### src/rtl/pad_chf_pkg.sv
`timescale 1ns / 1ps
// ---------------------------------------------------------------------------
// pad_chf_pkg
// Shared constants and types of the pad chord hold-back filter.
// ---------------------------------------------------------------------------
package pad_chf_pkg;

  // Configuration register indexes
  localparam logic [7:0] REG_CHORD_MASK   = 8'd0;
  localparam logic [7:0] REG_CHORD_WINDOW = 8'd1;
  localparam logic [7:0] REG_REPLAY_MS    = 8'd2;
  localparam logic [7:0] REG_DEADZONE     = 8'd3;

  // Reset values of the registers
  localparam logic [15:0] CHORD_MASK_RST   = 16'hC000;
  localparam logic [15:0] CHORD_WINDOW_RST = 16'd250;
  localparam logic [15:0] REPLAY_MS_RST    = 16'd120;
  localparam logic [14:0] DEADZONE_RST     = 15'd2048;

  // Stick scaling
  localparam logic [7:0] AXIS_CENTRE = 8'd128;
  localparam logic [7:0] AXIS_MAX    = 8'd255;
  localparam logic [7:0] TRIG_FULL   = 8'hFF;

  // Bus widths
  localparam int S_DATA_W = 96;
  localparam int M_DATA_W = 120;
  localparam int CFG_IDX_W = 8;

  // One step request toward the chord filter
  typedef struct packed {
    logic        run;
    logic [15:0] buttons;
    logic [31:0] now;
  } pad_chf_step_t;

  // Chord filter settings
  typedef struct packed {
    logic [15:0] mask;
    logic [15:0] window_ms;
    logic [15:0] replay_ms;
  } pad_chf_cfg_t;

endpackage

### src/rtl/pad_chf_axis.sv
`timescale 1ns / 1ps
// ---------------------------------------------------------------------------
// pad_chf_axis
// Centers one raw stick byte, scales it to signed 16 bits and applies the
// deadzone. Pure combinational.
// ---------------------------------------------------------------------------
module pad_chf_axis (
  input  logic [7:0]         raw,
  input  logic [14:0]        deadzone,
  output logic signed [15:0] axis
);
  import pad_chf_pkg::*;

  logic [6:0]         mag;
  logic signed [16:0] scaled;
  logic signed [16:0] dz;

  // Above center: c * 32767 / 127 = 258 * c, plus one at full scale.
  // At or below center: c * 256, with c = raw - 128 sign-extended.
  always_comb begin
    mag = 7'(raw - AXIS_CENTRE);
    if (raw > AXIS_CENTRE) begin
      scaled = $signed({2'b00, mag, 8'b0}) + $signed({9'b0, mag, 1'b0})
               + $signed({16'b0, raw == AXIS_MAX});
    end else begin
      scaled = $signed({~raw[7], ~raw[7], raw[6:0], 8'b0});
    end
  end

  assign dz   = $signed({2'b00, deadzone});
  assign axis = ((scaled < dz) && (scaled > -dz)) ? 16'sd0 : scaled[15:0];

endmodule

### src/rtl/pad_chf_chord.sv
`timescale 1ns / 1ps
// ---------------------------------------------------------------------------
// pad_chf_chord
// Chord hold-back state: chord latch and counter, lone-button window and
// tap replay. One step per sent reading.
// ---------------------------------------------------------------------------
module pad_chf_chord (
  input  logic                       clk,
  input  logic                       rst,
  input  pad_chf_pkg::pad_chf_step_t step,
  input  pad_chf_pkg::pad_chf_cfg_t  cfg,
  output logic [15:0]                buttons_out,
  output logic [15:0]                counter_next
);
  import pad_chf_pkg::*;

  logic        chord_down, chord_down_next;
  logic        chord_locked, chord_locked_next;
  logic [15:0] chord_counter;
  logic        pending_valid, pending_valid_next;
  logic [31:0] pending_start, pending_start_next;
  logic [15:0] replay_bits, replay_bits_next;
  logic [31:0] replay_end, replay_end_next;
  logic [15:0] withheld_bits;

  logic [15:0] held;
  logic [15:0] suppress;
  logic [31:0] start_eff;
  logic        in_window;
  logic [31:0] left;
  logic [15:0] replay_mid;

  // Window and chord decisions
  always_comb begin
    held               = step.buttons & cfg.mask;
    start_eff          = pending_valid ? pending_start : step.now;
    in_window          = (step.now - start_eff) < {16'b0, cfg.window_ms};
    chord_down_next    = chord_down;
    chord_locked_next  = chord_locked;
    counter_next       = chord_counter;
    pending_valid_next = pending_valid;
    pending_start_next = pending_start;
    replay_mid         = replay_bits;
    replay_end_next    = replay_end;
    suppress           = '0;
    if (step.run) begin
      chord_down_next = 1'b0;
      if (held == cfg.mask) begin
        if (!chord_down) counter_next = chord_counter + 16'd1;
        chord_down_next    = 1'b1;
        chord_locked_next  = 1'b1;
        suppress           = cfg.mask;
        pending_valid_next = 1'b0;
        replay_mid         = '0;
      end else if (chord_locked) begin
        suppress           = held;
        pending_valid_next = 1'b0;
        if (held == '0) chord_locked_next = 1'b0;
      end else if (held != '0) begin
        pending_start_next = start_eff;
        pending_valid_next = in_window;
        suppress           = in_window ? held : '0;
      end else begin
        // lone tap released inside the window: replay it
        if (pending_valid && in_window) begin
          replay_mid      = withheld_bits;
          replay_end_next = step.now + {16'b0, cfg.replay_ms};
        end
        pending_valid_next = 1'b0;
      end
    end
  end

  // Output buttons and replay expiry
  always_comb begin
    left             = replay_end_next - step.now;
    buttons_out      = step.buttons & ~suppress;
    replay_bits_next = replay_mid;
    if (replay_mid != '0) begin
      if ((left != '0) && !left[31]) begin
        buttons_out = buttons_out | replay_mid;
      end else begin
        replay_bits_next = '0;
      end
    end
  end

  always_ff @(posedge clk) begin
    if (rst) begin
      chord_down    <= 1'b0;
      chord_locked  <= 1'b0;
      chord_counter <= '0;
      pending_valid <= 1'b0;
      pending_start <= '0;
      replay_bits   <= '0;
      replay_end    <= '0;
      withheld_bits <= '0;
    end else if (step.run) begin
      chord_down    <= chord_down_next;
      chord_locked  <= chord_locked_next;
      chord_counter <= counter_next;
      pending_valid <= pending_valid_next;
      pending_start <= pending_start_next;
      replay_bits   <= replay_bits_next;
      replay_end    <= replay_end_next;
      withheld_bits <= suppress;
    end
  end

endmodule

### src/rtl/pad_chord_holdback_filter_top.sv
`timescale 1ns / 1ps
// ---------------------------------------------------------------------------
// pad_chord_holdback_filter_top
// Controller poll filter: holds the last fresh reading, scales the sticks,
// holds back chord buttons and replays short taps.
// ---------------------------------------------------------------------------
// channel   direction  handshake            payload
// s_*       in         s_tvalid / s_tready  one poll (s_tdata, s_tuser)
// m_*       out        m_tvalid / m_tready  one reading (m_tdata, m_tuser)
// cfg_*     in         cfg_valid/cfg_ready  register index and data
//
// A request passes the input register, then the result register; one request
// per cycle is sustained while results are taken. The state update sits
// between the two registers in a single pass. A stalled result holds and the
// input register fills, after which s_tready drops. cfg_ready is always high.
// rst is synchronous; it clears control state and configuration, not data registers.
// ---------------------------------------------------------------------------
module pad_chord_holdback_filter_top (
  input  logic                                 clk,
  input  logic                                 rst,
  input  logic                                 s_tvalid,
  output logic                                 s_tready,
  // raw_buttons, left_trigger_in, right_trigger_in, left_stick_x_raw,
  // left_stick_y_raw, right_stick_x_raw, right_stick_y_raw, now_ms
  input  logic [pad_chf_pkg::S_DATA_W-1:0]     s_tdata,
  // pad_present, fresh_report
  input  logic [1:0]                           s_tuser,
  output logic                                 m_tvalid,
  input  logic                                 m_tready,
  // buttons_out, left_trigger_out, right_trigger_out, left_x_out, left_y_out,
  // right_x_out, right_y_out, chord_completions, analog_trigger_seen, zero fill
  output logic [pad_chf_pkg::M_DATA_W-1:0]     m_tdata,
  // state_valid
  output logic                                 m_tuser,
  input  logic                                 cfg_valid,
  output logic                                 cfg_ready,
  input  logic [pad_chf_pkg::CFG_IDX_W-1:0]    cfg_index,
  input  logic [15:0]                          cfg_data
);
  import pad_chf_pkg::*;

  // configuration
  logic [15:0] chord_mask, chord_window_ms, replay_ms;
  logic [14:0] deadzone_level;

  // input register
  logic                s1_valid;
  logic [S_DATA_W-1:0] s1_data;
  logic [1:0]          s1_user;
  logic                advance;

  // held reading
  logic [15:0]        held_buttons, held_buttons_next;
  logic [7:0]         held_lt, held_lt_next, held_rt, held_rt_next;
  logic signed [15:0] held_axes [4];
  logic signed [15:0] axes_new [4];
  logic signed [15:0] axes_next [4];
  logic               have_reading, have_reading_next;
  logic               partial_seen, partial_seen_next;
  logic               fresh;

  pad_chf_step_t step;
  pad_chf_cfg_t  ccfg;
  logic [15:0]   chord_btn;
  logic [15:0]   counter_next;

  assign cfg_ready = 1'b1;

  // configuration writes
  always_ff @(posedge clk) begin
    if (rst) begin
      chord_mask      <= CHORD_MASK_RST;
      chord_window_ms <= CHORD_WINDOW_RST;
      replay_ms       <= REPLAY_MS_RST;
      deadzone_level  <= DEADZONE_RST;
    end else if (cfg_valid) begin
      unique case (cfg_index)
        REG_CHORD_MASK:   chord_mask      <= cfg_data;
        REG_CHORD_WINDOW: chord_window_ms <= cfg_data;
        REG_REPLAY_MS:    replay_ms       <= cfg_data;
        REG_DEADZONE:     deadzone_level  <= cfg_data[14:0];
        default: ;
      endcase
    end
  end

  // handshake: input register advances when the result slot frees up
  assign advance  = s1_valid && (!m_tvalid || m_tready);
  assign s_tready = !s1_valid || advance;

  always_ff @(posedge clk) begin
    if (rst) begin
      s1_valid <= 1'b0;
    end else if (s_tready) begin
      s1_valid <= s_tvalid;
    end
  end

  always_ff @(posedge clk) begin
    if (s_tvalid && s_tready) begin
      s1_data <= s_tdata;
      s1_user <= s_tuser;
    end
  end

  // stick scaling, one unit per axis
  for (genvar a = 0; a < 4; a++) begin : g_axis
    pad_chf_axis u_axis (
      .raw      (s1_data[32 + 8*a +: 8]),
      .deadzone (deadzone_level),
      .axis     (axes_new[a])
    );
  end

  // held reading update
  always_comb begin
    fresh             = s1_user[0] && s1_user[1];
    held_buttons_next = fresh ? s1_data[15:0] : held_buttons;
    held_lt_next      = fresh ? s1_data[23:16] : held_lt;
    held_rt_next      = fresh ? s1_data[31:24] : held_rt;
    for (int a = 0; a < 4; a++) begin
      axes_next[a] = fresh ? axes_new[a] : held_axes[a];
    end
    partial_seen_next = partial_seen
      || (fresh && (held_lt_next != '0) && (held_lt_next != TRIG_FULL))
      || (fresh && (held_rt_next != '0) && (held_rt_next != TRIG_FULL));
    have_reading_next = s1_user[0] && (s1_user[1] || have_reading);
  end

  assign step.run     = advance && have_reading_next;
  assign step.buttons = held_buttons_next;
  assign step.now     = s1_data[95:64];
  assign ccfg.mask      = chord_mask;
  assign ccfg.window_ms = chord_window_ms;
  assign ccfg.replay_ms = replay_ms;

  pad_chf_chord u_chord (
    .clk          (clk),
    .rst          (rst),
    .step         (step),
    .cfg          (ccfg),
    .buttons_out  (chord_btn),
    .counter_next (counter_next)
  );

  always_ff @(posedge clk) begin
    if (rst) begin
      held_buttons <= '0;
      held_lt      <= '0;
      held_rt      <= '0;
      have_reading <= 1'b0;
      partial_seen <= 1'b0;
      for (int a = 0; a < 4; a++) held_axes[a] <= '0;
    end else if (advance) begin
      held_buttons <= held_buttons_next;
      held_lt      <= held_lt_next;
      held_rt      <= held_rt_next;
      have_reading <= have_reading_next;
      partial_seen <= partial_seen_next;
      for (int a = 0; a < 4; a++) held_axes[a] <= axes_next[a];
    end
  end

  // result register
  always_ff @(posedge clk) begin
    if (rst) begin
      m_tvalid <= 1'b0;
    end else if (advance) begin
      m_tvalid <= 1'b1;
    end else if (m_tready) begin
      m_tvalid <= 1'b0;
    end
  end

  always_ff @(posedge clk) begin
    if (advance) begin
      m_tuser <= have_reading_next;
      if (have_reading_next) begin
        m_tdata[15:0]  <= chord_btn;
        m_tdata[23:16] <= held_lt_next;
        m_tdata[31:24] <= held_rt_next;
        m_tdata[47:32] <= axes_next[0];
        m_tdata[63:48] <= axes_next[1];
        m_tdata[79:64] <= axes_next[2];
        m_tdata[95:80] <= axes_next[3];
      end else begin
        m_tdata[95:0] <= '0;
      end
      m_tdata[111:96]  <= counter_next;
      m_tdata[112]     <= partial_seen_next;
      m_tdata[119:113] <= '0;
    end
  end

endmodule

### config.mk
export PLATFORM = sky130hd
export DESIGN_NAME = pad_chord_holdback_filter_top
export DESIGN_NICKNAME = d
export VERILOG_FILES = /design/src/rtl/pad_chf_pkg.sv /design/src/rtl/pad_chf_axis.sv /design/src/rtl/pad_chf_chord.sv /design/src/rtl/pad_chord_holdback_filter_top.sv
export SDC_FILE = /design/constraint.sdc
export NUM_CORES = 1
export LEC_CHECK = 0
export BUFFER_PORTS_ARGS = -buffer_cell sky130_fd_sc_hd__buf_2
export CORE_MARGIN = 2
export CORE_UTILIZATION = 65
export DETAILED_ROUTE_END_ITERATION = 8
export GPL_TIMING_DRIVEN = 0
export PLACE_DENSITY = 0.86
export SYNTH_ARGS = -nofsm -noshare
export SYNTH_HDL_FRONTEND = slang
export SYNTH_SLANG_ARGS = --single-unit
### constraint.sdc
create_clock -name clk -period 23.9 [get_ports clk]
set_input_delay 0 -clock clk [delete_from_list [all_inputs] [get_ports clk]]
set_output_delay 0 -clock clk [all_outputs]
set_load 0.05 [all_outputs]
## Yosys cells after proc, flatten, opt, wreduce, memory -nomap -nowiden

Memories as Yosys holds them, arrays and structs flattened.
Index checks and enable logic that the tools add are counted.

| cells by class | value |
|---|---|
| divide/modulo/power cells | 0 |
| bitwise logic cells | 14 |
| reduce and logical (&&, ||, !) cells | 36 |
| eq/ne operators | 10 |
| magnitude comparators | 13 |
| $add $sub $neg | 17 |
| multiplexer cells | 56 |
| $mul | 0 |
| shift-type cells | 0 |

Operators by type and width:

| kind | number |
|---|---|
| two-way mux 16 bit | 30 |
| two-way mux 32 bit | 6 |
| adder 17 x 2 -> 17 bit | 4 |
| greater-than comparator 17 bit | 4 |
| < comparator 17 x 16 -> 1 bit | 4 |
| two-way mux 17 bit | 4 |
| adder 15 x 8 -> 16 bit | 4 |
| subtractor 32 bit | 2 |
| adder 32 x 16 -> 32 bit | 1 |
| bitwise AND 16 bit | 2 |
| == test 8 bit, second input constant | 4 |
| greater-than comparator 8 bit, second input constant | 4 |
| < comparator 32 x 16 -> 1 bit | 1 |
| nonzero test 16 bit | 2 |
| nonzero test 32 bit | 1 |
| subtractor 7 x 1 -> 7 bit, second input constant | 4 |
| negation 15 -> 17 bit | 1 |
| adder 16 x 1 -> 16 bit, second input constant | 1 |
| == test 16 bit | 1 |
| == test 8 x 2 -> 1 bit, second input constant | 2 |
| zero test 16 bit | 1 |
| two-way mux 8 bit | 2 |
| != test 8 bit, second input constant | 2 |
| inverter 16 bit | 1 |
| other kinds (13) | 58 |

| word-level totals | value |
|---|---|
| input port bits | 127 |
| bits in latches | 0 |
| output and inout port bits | 124 |
| ROM bits | 0 |
| word-level logic and storage cells | 171 |
| register bits after elaboration | 426 |
| memories | 1 |
| bits in writable memories | 64 |

Memory list:

| memory | words | bits a word | read ports | clocked after Yosys merged registers in | wr ports | RTL line | text |
|---|---|---|---|---|---|---|---|
| held_axes | 4 | 16 | 4 | 0 | 4 | pad_chord_holdback_filter_top.sv:55 | `logic signed [15:0] held_axes [4];` |

## Logic depth before layout (Yosys ltp)

Gate-level depths: netlist of the first run.

| logic depth | value |
|---|---|
| word-level depth | 14 |
| mapped depth | 42 |

## Modules after synthesis

A second synthesis of the first run with hierarchy kept.

| unflattened totals | value |
|---|---|
| cell total of the unflattened synthesis | 3124 |
| area, all modules | 29784.8 um^2 |

Modules (own cells, without submodules):

| module | cells each | times used | area each (um^2) | sequential area each (um^2) |
|---|---|---|---|---|
| pad_chord_holdback_filter_top | 985 | 1 | 13772.0 | 10269.8 |
| pad_chf_chord | 1463 | 1 | 11163.2 | 2302.2 |
| pad_chf_axis (g_axis[0].u_axis ...) | 172 | 3 | 1218.7 | 0.0 |
| pad_chf_axis (g_axis[3].u_axis) | 160 | 1 | 1193.6 | 0.0 |

## Least setup slack after synthesis of the first run

OpenSTA, ideal clock, no wires.

| path | value |
|---|---|
| path type | register to register |
| start | register u_chord.pending_valid |
| end | register m_tdata[10] (netlist bit) (data pin) |
| arrival time | 8.809 ns |
| setup slack | 14.830 ns |
| stages on the path, launching flop included | 41 |
| library setup time | 0.262 ns |
| data required time | 23.638 ns |
| buffers on the path | 6 |
| path through | dfxtp_1 clkbuf_1 clkbuf_1 mux2i_1 ha_1 a21o_1 or3_1 o211a_1 o21a_1 nor2_1 xnor2_1 ha_1 a21o_1 a21oi_1 nand3_1 o31ai_1 o311ai_0 or4_1 [5 not listed] buf_8 mux2i_1 ha_1 inv_1 fa_1 a21o_1 a22oi_1 o2111ai_1 a31oi_1 o21ai_1 mux2i_1 a221o_1 or4_1 or4_1 o21ai_1 nand2b_4 buf_4 o21ai_0 |

| on the way | value |
|---|---|
| word-level cells in the longest chain between the ends | 14 |

RTL lines:

| item | RTL line | text |
|---|---|---|
| start, declared | pad_chf_chord.sv:20 | `logic pending_valid, pending_valid_next;` |
| start signal, assigned | pad_chf_chord.sv:102 | `pending_valid <= pending_valid_next;` |
| two-way mux 32 bit | pad_chf_chord.sv:36 | `start_eff = pending_valid ? pending_start : step.now;` |
| subtractor 32 bit | pad_chf_chord.sv:37 | `in_window = (step.now - start_eff) < {16'b0, cfg.window_ms};` |
| < comparator 32 x 16 -> 1 bit | pad_chf_chord.sv:37 |  |
| logical AND 1 bit | pad_chf_chord.sv:65 | `if (pending_valid && in_window) begin` |
| two-way mux 32 bit | pad_chf_chord.sv:65 |  |
| two-way mux 32 bit | pad_chf_chord.sv:59 | `end else if (held != '0) begin` |
| two-way mux 32 bit | pad_chf_chord.sv:55 | `end else if (chord_locked) begin` |
| two-way mux 32 bit | pad_chf_chord.sv:48 | `if (held == cfg.mask) begin` |
| two-way mux 32 bit | pad_chf_chord.sv:46 | `if (step.run) begin` |
| subtractor 32 bit | pad_chf_chord.sv:76 | `left = replay_end_next - step.now;` |
| nonzero test 32 bit / zero test 1 bit (equally long branches) | pad_chf_chord.sv:80 | `if ((left != '0) && !left[31]) begin` |
| logical AND 1 bit | pad_chf_chord.sv:80 |  |
| two-way mux 16 bit | pad_chf_chord.sv:80 |  |
| two-way mux 16 bit (*) | pad_chf_chord.sv:79 | `if (replay_mid != '0) begin` |
| end, declared | pad_chord_holdback_filter_top.sv:32 | `output logic [pad_chf_pkg::M_DATA_W-1:0] m_tdata,` |

Mark *: on every way between the ends. The rest lies on a longest branch, timed or not.
A chain may end at the register's enable or synchronous reset.

## Final worst setup path of the first run

| path | value |
|---|---|
| start | register u_chord.pending_valid |
| end | register m_tdata[7] (netlist bit) (data pin) |

Same word-level chain as after synthesis.

==> results.cfg, run 1 <==
[yosys]
ys_seq_elements = 490
synth-edff-count = 276
syn-instance-count = 2969
synth.avg_cell_area_um2 = 9.44
ys_types = 90
ys_seq_area_share_pct = 44.8
synth_area_mm2 = 0.0280
synthArstFlopShare_pct = 0
yosysWarnings = 0
synth-main-ff-cell = edfxtp_1

[status]
violations = negative hold slack
outcome = complete, but fails checks

[timing]
tightest_slew_ps = 1410
rsz0062_at_grt = no
maxSlewViolCount = 0
final-hold-violation-count = 4
whs_ps = -26.4
fmax_mhz = 88.0
setup_viol = 0
fin_worst_skew_ps = 24.3
period_share_pct = 47.6
setup_tns_ps = 0
finalCriticalPeriod_ps = 11370
slew_headroom_pct = 5.40

[clock_network]
h-tree-depth = 2
cts.sinks = 490
clk_pin_slew_ps = 60
insertion_delay_ps = 620
tritoncts = done
numCtsBuffers = 50
clockBufferDepth = 3
cts-root-buf = clkbuf_16
post_cts_resized = 0

[min_path]
holdPathEnd = replay_ms[0]$_SDFFE_PP0P_
min_path_type = input port to flop
hold_depth = 6
hold_start = cfg_index[2]

[route]
firstDrtPassIters = 7
wirelength_mm = 91.6
ant_nets = 0
wl_per_cell_um = 23.0
via_per_inst = 6.57
drcViolationCount = 0
drt-initial-drc-count = 3064
via_count = 26181

[critical_path]
cp_max_fo = 10
slowest_delay_ps = 600
required_ps = 24240
reg2regPathDepth = 40
end_kind = flop
cp.arrival_ps = 11710
critPathLaunch = u_chord.pending_valid$_SDFFE_PP0P_
critical_path_class = flop to flop
rrSetupSlack_ps = 12530
reg2reg_from = u_chord.pending_valid$_SDFFE_PP0P_
start_kind = flop
r2r_end = m_tdata[7]$_SDFFCE_PN0P_
crit_slowest_cell = clkbuf_1

[global_route]
grt_usage_pct = 40.0
grt_remaining_overflow = 0
grt_pass1_vias = 25491
antenna_found_initial = 4
grt_max_degree = 67
grt_pass1_wl_mm = 138

[layout]
drive_above_1_share_pct = 11.4
multi_input_area_mm2 = 0.0144
seqCellArea_mm2 = 0.0126
filler_cell_count = 2816
fin_nets = 3744
area_growth_syn_to_layout_pct = 17.2

[placement]
hpwl_mm = 64.1
io_buffers = 241
gp_congestion = 0.982

[floorplan]
core_area_mm2 = 0.0428
rows = 76
die_w_um = 212
ios = 251
fp.dieH_um = 212
start_util_pct = 65.5
die_area_mm2 = 0.0448

[flow_run]
cap_violations = 0

[pwr]
power.density_mw_per_mm2 = 61.8
leakagePower_uw = 0.0131
vdd_drop_max_mv = 0.0661
cells in the mapped netlist (all sizes together) (24+ instances only):
cell / count / area share, %
o21a: 64 / 1.7
a21boi: 24 / 0.64
and2: 37 / 0.83
o22ai: 27 / 0.60
nand3: 56 / 1.0
mux2i: 61 / 2.2
dfxtp: 214 / 15
a21oi: 231 / 4.2
a21o: 43 / 1.2
nand2: 408 / 5.5
a211o: 25 / 0.78
ha: 221 / 9.9
nor3: 43 / 0.77
inv: 119 / 1.6
buf: 37 / 0.88
a211oi: 59 / 1.6
o21ai: 145 / 2.6
xnor2: 67 / 2.1
clkbuf: 111 / 1.5
nand4: 43 / 0.96
nor2b: 61 / 1.4
a22oi: 25 / 0.67
nand2b: 26 / 0.63
nor2: 237 / 3.2
edfxtp: 276 / 30
nor4: 44 / 1.0
per-layer routing:
metal | global-route usage, % | routed length [um] | part of all wire [%]
met1 | 46.8 | 33300 | 36
met3 | 7.89 | 8700 | 9.5
met5 | 0 | 0 | 0
met2 | 67.5 | 43200 | 47
met4 | 25.5 | 6360 | 6.9
state kept, by name (all words and copies together) (netlist names), 2 cells and up:
register and cells:
held_rt 8, held_buttons 16, held_lt 8, u_chord.chord_counter 16
held_axes 64, s1_data 96, u_chord.pending_start 32, chord_window_ms 16
u_chord.withheld_bits 16, s1_user 2, m_tdata 113, replay_ms 16
deadzone_level 15, u_chord.replay_end 32, chord_mask 16, u_chord.replay_bits 16
cell families after synthesis:
kind of cell,Yosys count,share of synthesized area [%]
compound gates,779,18.0
xor+xnor,88,2.75
fa+ha+maj,224,10.1
buf+inv,268,3.98
flops,490,44.8
mux,82,3.02
other cells,2,0.0268
simple gates,1036,17.3
where the power goes:
part	switching [uW]	leakage [uW]	internal [uW]
clock network	346	0.000763	427
logic	201	0.00785	107
registers	26.3	0.00447	925
placed cells by master, fill, tap and decap left out, drive strengths merged, types with 24 or more instances in the layout:
cell type and count:
o21ai 145, nand2b 26, edfxtp 276, nand2 408, nor3 43, inv 122, ha 221, a22oi 25
a21oi 231, mux2i 61, nor2b 61, nand4 43, a21boi 24, buf 281, a21o 43, nor2 237
clkbuf 175, o22ai 27, dlygate4sd3 122, and2 37, xnor2 67, a211o 25, nor4 44, o21a 64
a211oi 59, dfxtp 214, nand3 56
critical path: cells and delay by family, from the launching register on:
kind	cells	cell delay, ps
compound gates	16	4160
simple gates	9	2690
buf+inv	7	1830
fa+ha+maj	4	1200
mux	3	720
flops	1	300
xor+xnor	1	150
through the flow:
step	instance area [um^2]	utilization (%)	setup slack (ps)	instances	total power, uW
finish	32900	76.8	12530	3983	2030
CTS	32800	76.8	12820	3978	2020
global route	32900	76.8	11990	3980	2090
detailed placement	30000	70.2	12860	3765	1250
floorplan	28100	-	14830	2975	1160
global placement	30000	70.0	12990	3762	1240
worst max-delay path by stage:
stage          slack, ps  cells after the start                         to
2_1_floorplan      14830                     40  m_tdata[10]$_SDFFCE_PN0P_
3_3_place_gp       12990                     40   m_tdata[7]$_SDFFCE_PN0P_
3_5_place_dp       12860                     40   m_tdata[7]$_SDFFCE_PN0P_
4_1_cts            12820                     40   m_tdata[7]$_SDFFCE_PN0P_
5_1_grt            11990                     40   m_tdata[7]$_SDFFCE_PN0P_
6_report           12530                     40   m_tdata[7]$_SDFFCE_PN0P_
repair_timing:
item                       CTS  global route
hold endpoints to repair   165             0
buffers inserted             0             0
hold buffers               122             0
setup endpoints to repair    0             0
cell type report:
type                       instances  area share (%)
antenna                            5          0.0381
buffer                           148            2.03
clock buffer                      64            4.15
clock inverter                    27           0.689
inverter                         120            1.37
multi-input combinational       2217            43.8
sequential                       490            38.3
tap                              546            2.08
timing repair buffer             366            7.59
No activity file was read; power rests on OpenSTA's default activity.
==> run 2, diff against run 1 <==
--- a/config.mk
+++ b/config.mk
@@ -5,12 +5,13 @@
 export SDC_FILE = /design/constraint.sdc
 export NUM_CORES = 1
 export LEC_CHECK = 0
+export ABC_AREA = 1
 export BUFFER_PORTS_ARGS = -buffer_cell sky130_fd_sc_hd__buf_2
 export CORE_MARGIN = 2
-export CORE_UTILIZATION = 65
+export CORE_UTILIZATION = 55
 export DETAILED_ROUTE_END_ITERATION = 8
 export GPL_TIMING_DRIVEN = 0
-export PLACE_DENSITY = 0.86
+export PLACE_DENSITY = 0.77
 export SYNTH_ARGS = -nofsm -noshare
 export SYNTH_HDL_FRONTEND = slang
 export SYNTH_SLANG_ARGS = --single-unit
==> constraint.sdc (replaced) <==
create_clock -name clk -period 9.2 [get_ports clk]
set_input_delay 0 -clock clk [delete_from_list [all_inputs] [get_ports clk]]
set_output_delay 0 -clock clk [all_outputs]
set_load 0.05 [all_outputs]
==> run 2 against run 1 <==
Effect of this change:
- the flow now finishes without violations
- area after synthesis grew 2.5%
- worst setup slack worse by 12000 ps
- clock skew hardly changed
- sequential share of layout area down 1.1 points
- register-to-register slack got worse by 12000 ps
- sequential power grew to 2.6 times the previous value
- critical path type unchanged
- highest routed layer unchanged
==> results.cfg, run 2 <==
[floorplan]
die_w_um = 233
core_area_mm2 = 0.0515
die_area_mm2 = 0.0541
rows = 83
start_util_pct = 55.8
fp.dieH_um = 233
ios = 251

[timing]
maxSlewViolCount = 0
setup_tns_ps = 0
slew_headroom_pct = 28.2
period_share_pct = 91.0
setup_viol = 0
whs_ps = 36.4
tightest_slew_ps = 1070
setup_slack_ps = 824
fmax_mhz = 119
finalCriticalPeriod_ps = 8380
fin_worst_skew_ps = 24.6
final-hold-violation-count = 0

[yosys]
synth_compound_area_share_pct = 13.0
synth_common_cells = nand2_1 (770), inv_1 (507), nor2_1 (379), edfxtp_1 (276), a21oi_1 (272)
synth_area_leaders = edfxtp_1 (29%), dfxtp_1 (15%), nand2_1 (10%), ha_1 (9.6%), inv_1 (6.6%)
synthArstFlopShare_pct = 0
ys_types = 64
synth.avg_cell_area_um2 = 7.95
synth-edff-count = 276
yosysTopAreaCell = edfxtp_1
yosysWarnings = 0
synth_top_family_by_area = simple AND/OR/NAND/NOR gates
ys_seq_elements = 490
synth_top_area_share_pct = 28.8
synth_most_common_cell = nand2_1
ys_seq_area_share_pct = 43.7
synthMuxAreaShare_pct = 0
yosys.area_share.simple_pct = 22.9
synth-main-ff-cell = edfxtp_1
syn-instance-count = 3615
synth_xor_area_share_pct = 1.82
synth_fa_ha_area_share_pct = 9.83
synth_area_mm2 = 0.0287

[placement]
place_ws_ps = 338
io_buffers = 242
gp_congestion = 0.957
post_dp_cell_area_mm2 = 0.0309
hpwl_mm = 63.1

[layout]
fin_nets = 4394
area_growth_syn_to_layout_pct = 17.7
stdcell_area_mm2 = 0.0338
regMostFlops = m_tdata
layout_common_cells = nand2_1 (770), inv_1 (505), nor2_1 (379), edfxtp_1 (276), a21oi_1 (272)
drive_above_1_share_pct = 10.3
largest_register_ffs = 113
top_regs = m_tdata (113), s1_data (96), held_axes (64)
final_common_cell = nand2_1

[critical_path]
crit_top_cell = nand2_1
start_kind = flop
reg2reg_from = u_chord.pending_valid$_SDFFE_PP0P_
required_ps = 9660
cp_max_fo = 10
r2r_end = m_tdata[8]$_SDFFCE_PN0P_
rrSetupSlack_ps = 820
reg2regPathDepth = 40
cp.arrival_ps = 8830
critical_path_class = flop to flop
crit_slowest_cell = dfxtp_1
slowest_delay_ps = 510
end_kind = flop

[global_route]
antenna_found_initial = 4
grt_pass1_wl_mm = 132
grt_remaining_overflow = 0
grt_usage_pct = 31.0
grt_max_degree = 96
grt_pass1_vias = 25254

[min_path]
min_path_type = input port to flop
hold_depth = 6
hold_start = cfg_valid
holdPathEnd = replay_ms[15]$_SDFFE_PP0P_

[pwr]
clockPowerShare_pct = 38.7
leakagePower_uw = 0.0153
vdd_drop_max_mv = 0.174
netSwitchingFraction_pct = 28.2
p_comb_share_pct = 15.0
p_seq_share_pct = 46.3
power.switching_uw = 1490
power.density_mw_per_mm2 = 156
p_int_uw = 3790

[route]
drt-initial-drc-count = 2472
drcViolationCount = 0
ant_nets = 0
wl_per_cell_um = 17.8
via_per_inst = 5.59
via_count = 26675
wirelength_mm = 85.1
firstDrtPassIters = 8

[clock_network]
insertion_delay_ps = 630
cts.sinks = 490
tritoncts = done
h-tree-depth = 2
cts-root-buf = clkbuf_16
clk_pin_slew_ps = 60
clockBufferDepth = 3
numCtsBuffers = 51

[flow_run]
cap_violations = 0

[status]
outcome = complete, no violations
run 2: repair_timing:
action                                  in CTS  in global routing
endpoints found under the setup margin       0                 32
setup buffers                                0                  2
hold endpoints to repair                   169                  0
hold buffers                               123                  0
resized for setup                            0                  5
run 2: cells by family after synthesis:
kind of cell               after synthesis
AOI/OAI and AO/OA                      665
xor gates and xnor gates                59
adders and majority gates              224
buffers and inverters                  641
DFF                                    490
other                                    2
and+or+nand+nor                       1534
run 2: layout make-up:
class / instances / area (um^2)
Sequential cell: 490 / 12600
Timing Repair Buffer: 370 / 2530
Tap cell: 680 / 851
Clock buffer: 74 / 1460
Buffer: 117 / 541
Antenna cell: 7 / 17.5
Inverter: 523 / 1970
Clock inverter: 19 / 186
Fill cell: 4371 / 17700
Multi-Input combinational cell: 2490 / 13700
run 2: worst max-delay path, delay by kind of cell, from the launching register on:
kind / cells / cell delay [ps]
flops: 1 / 510
buf+inv: 8 / 1930
fa+ha+maj: 3 / 1000
xor+xnor: 1 / 170
simple gates: 19 / 2520
compound gates: 9 / 2030
run 2: how the worst max path moves through the flow:
stage / to / startpoint / cells past startpoint / slack [ps]
floorplan: m_tdata[10]$_SDFFCE_PN0P_ / u_chord.pending_valid$_SDFFE_PP0P_ / 47 / 2750
global placement: m_tdata[6]$_SDFFCE_PN0P_ / u_chord.pending_valid$_SDFFE_PP0P_ / 47 / 460
detailed placement: m_tdata[6]$_SDFFCE_PN0P_ / u_chord.pending_valid$_SDFFE_PP0P_ / 45 / 340
CTS: m_tdata[6]$_SDFFCE_PN0P_ / u_chord.pending_valid$_SDFFE_PP0P_ / 45 / 250
global route: m_tdata[11]$_SDFFCE_PN0P_ / u_chord.pending_valid$_SDFFE_PP0P_ / 47 / -20
finish: m_tdata[8]$_SDFFCE_PN0P_ / u_chord.pending_valid$_SDFFE_PP0P_ / 40 / 820
run 2: power by group through the flow:
| stage | sequential (uW) | combinational (uW) | clock (uW) |
|---|---|---|---|
| final | 2450 | 791 | 2040 |
| after global routing | 2450 | 869 | 2140 |
| after CTS | 2440 | 776 | 2060 |
| after detailed placement | 2490 | 728 | 0 |
| after global placement | 2500 | 709 | 0 |
| after floorplan | 2550 | 441 | 0 |
run 2: routing by layer:
layer / share of wire, % / vias up / global-route usage [%] / routed length [um]
met5: 0 / - / 0 / 0
met4: 4.1 / 0 / 12.5 / 3470
met3: 8.4 / 221 / 4.77 / 7160
met2: 46 / 1243 / 51.8 / 39300
li1: - / 12943 / - / -
met1: 41 / 12268 / 40.2 / 35200
run 2: through the flow:
| step | power (uW) | std cells | utilization (%) |
|---|---|---|---|
| 4_1_cts | 5270 | 4762 | 65.6 |
| 3_3_place_gp | 3210 | 4543 | 59.8 |
| 5_1_grt | 5460 | 4765 | 65.7 |
| 6_report | 5280 | 4770 | 65.7 |
| 2_1_floorplan | 2990 | 3621 | - |
| 3_5_place_dp | 3220 | 4546 | 60.0 |
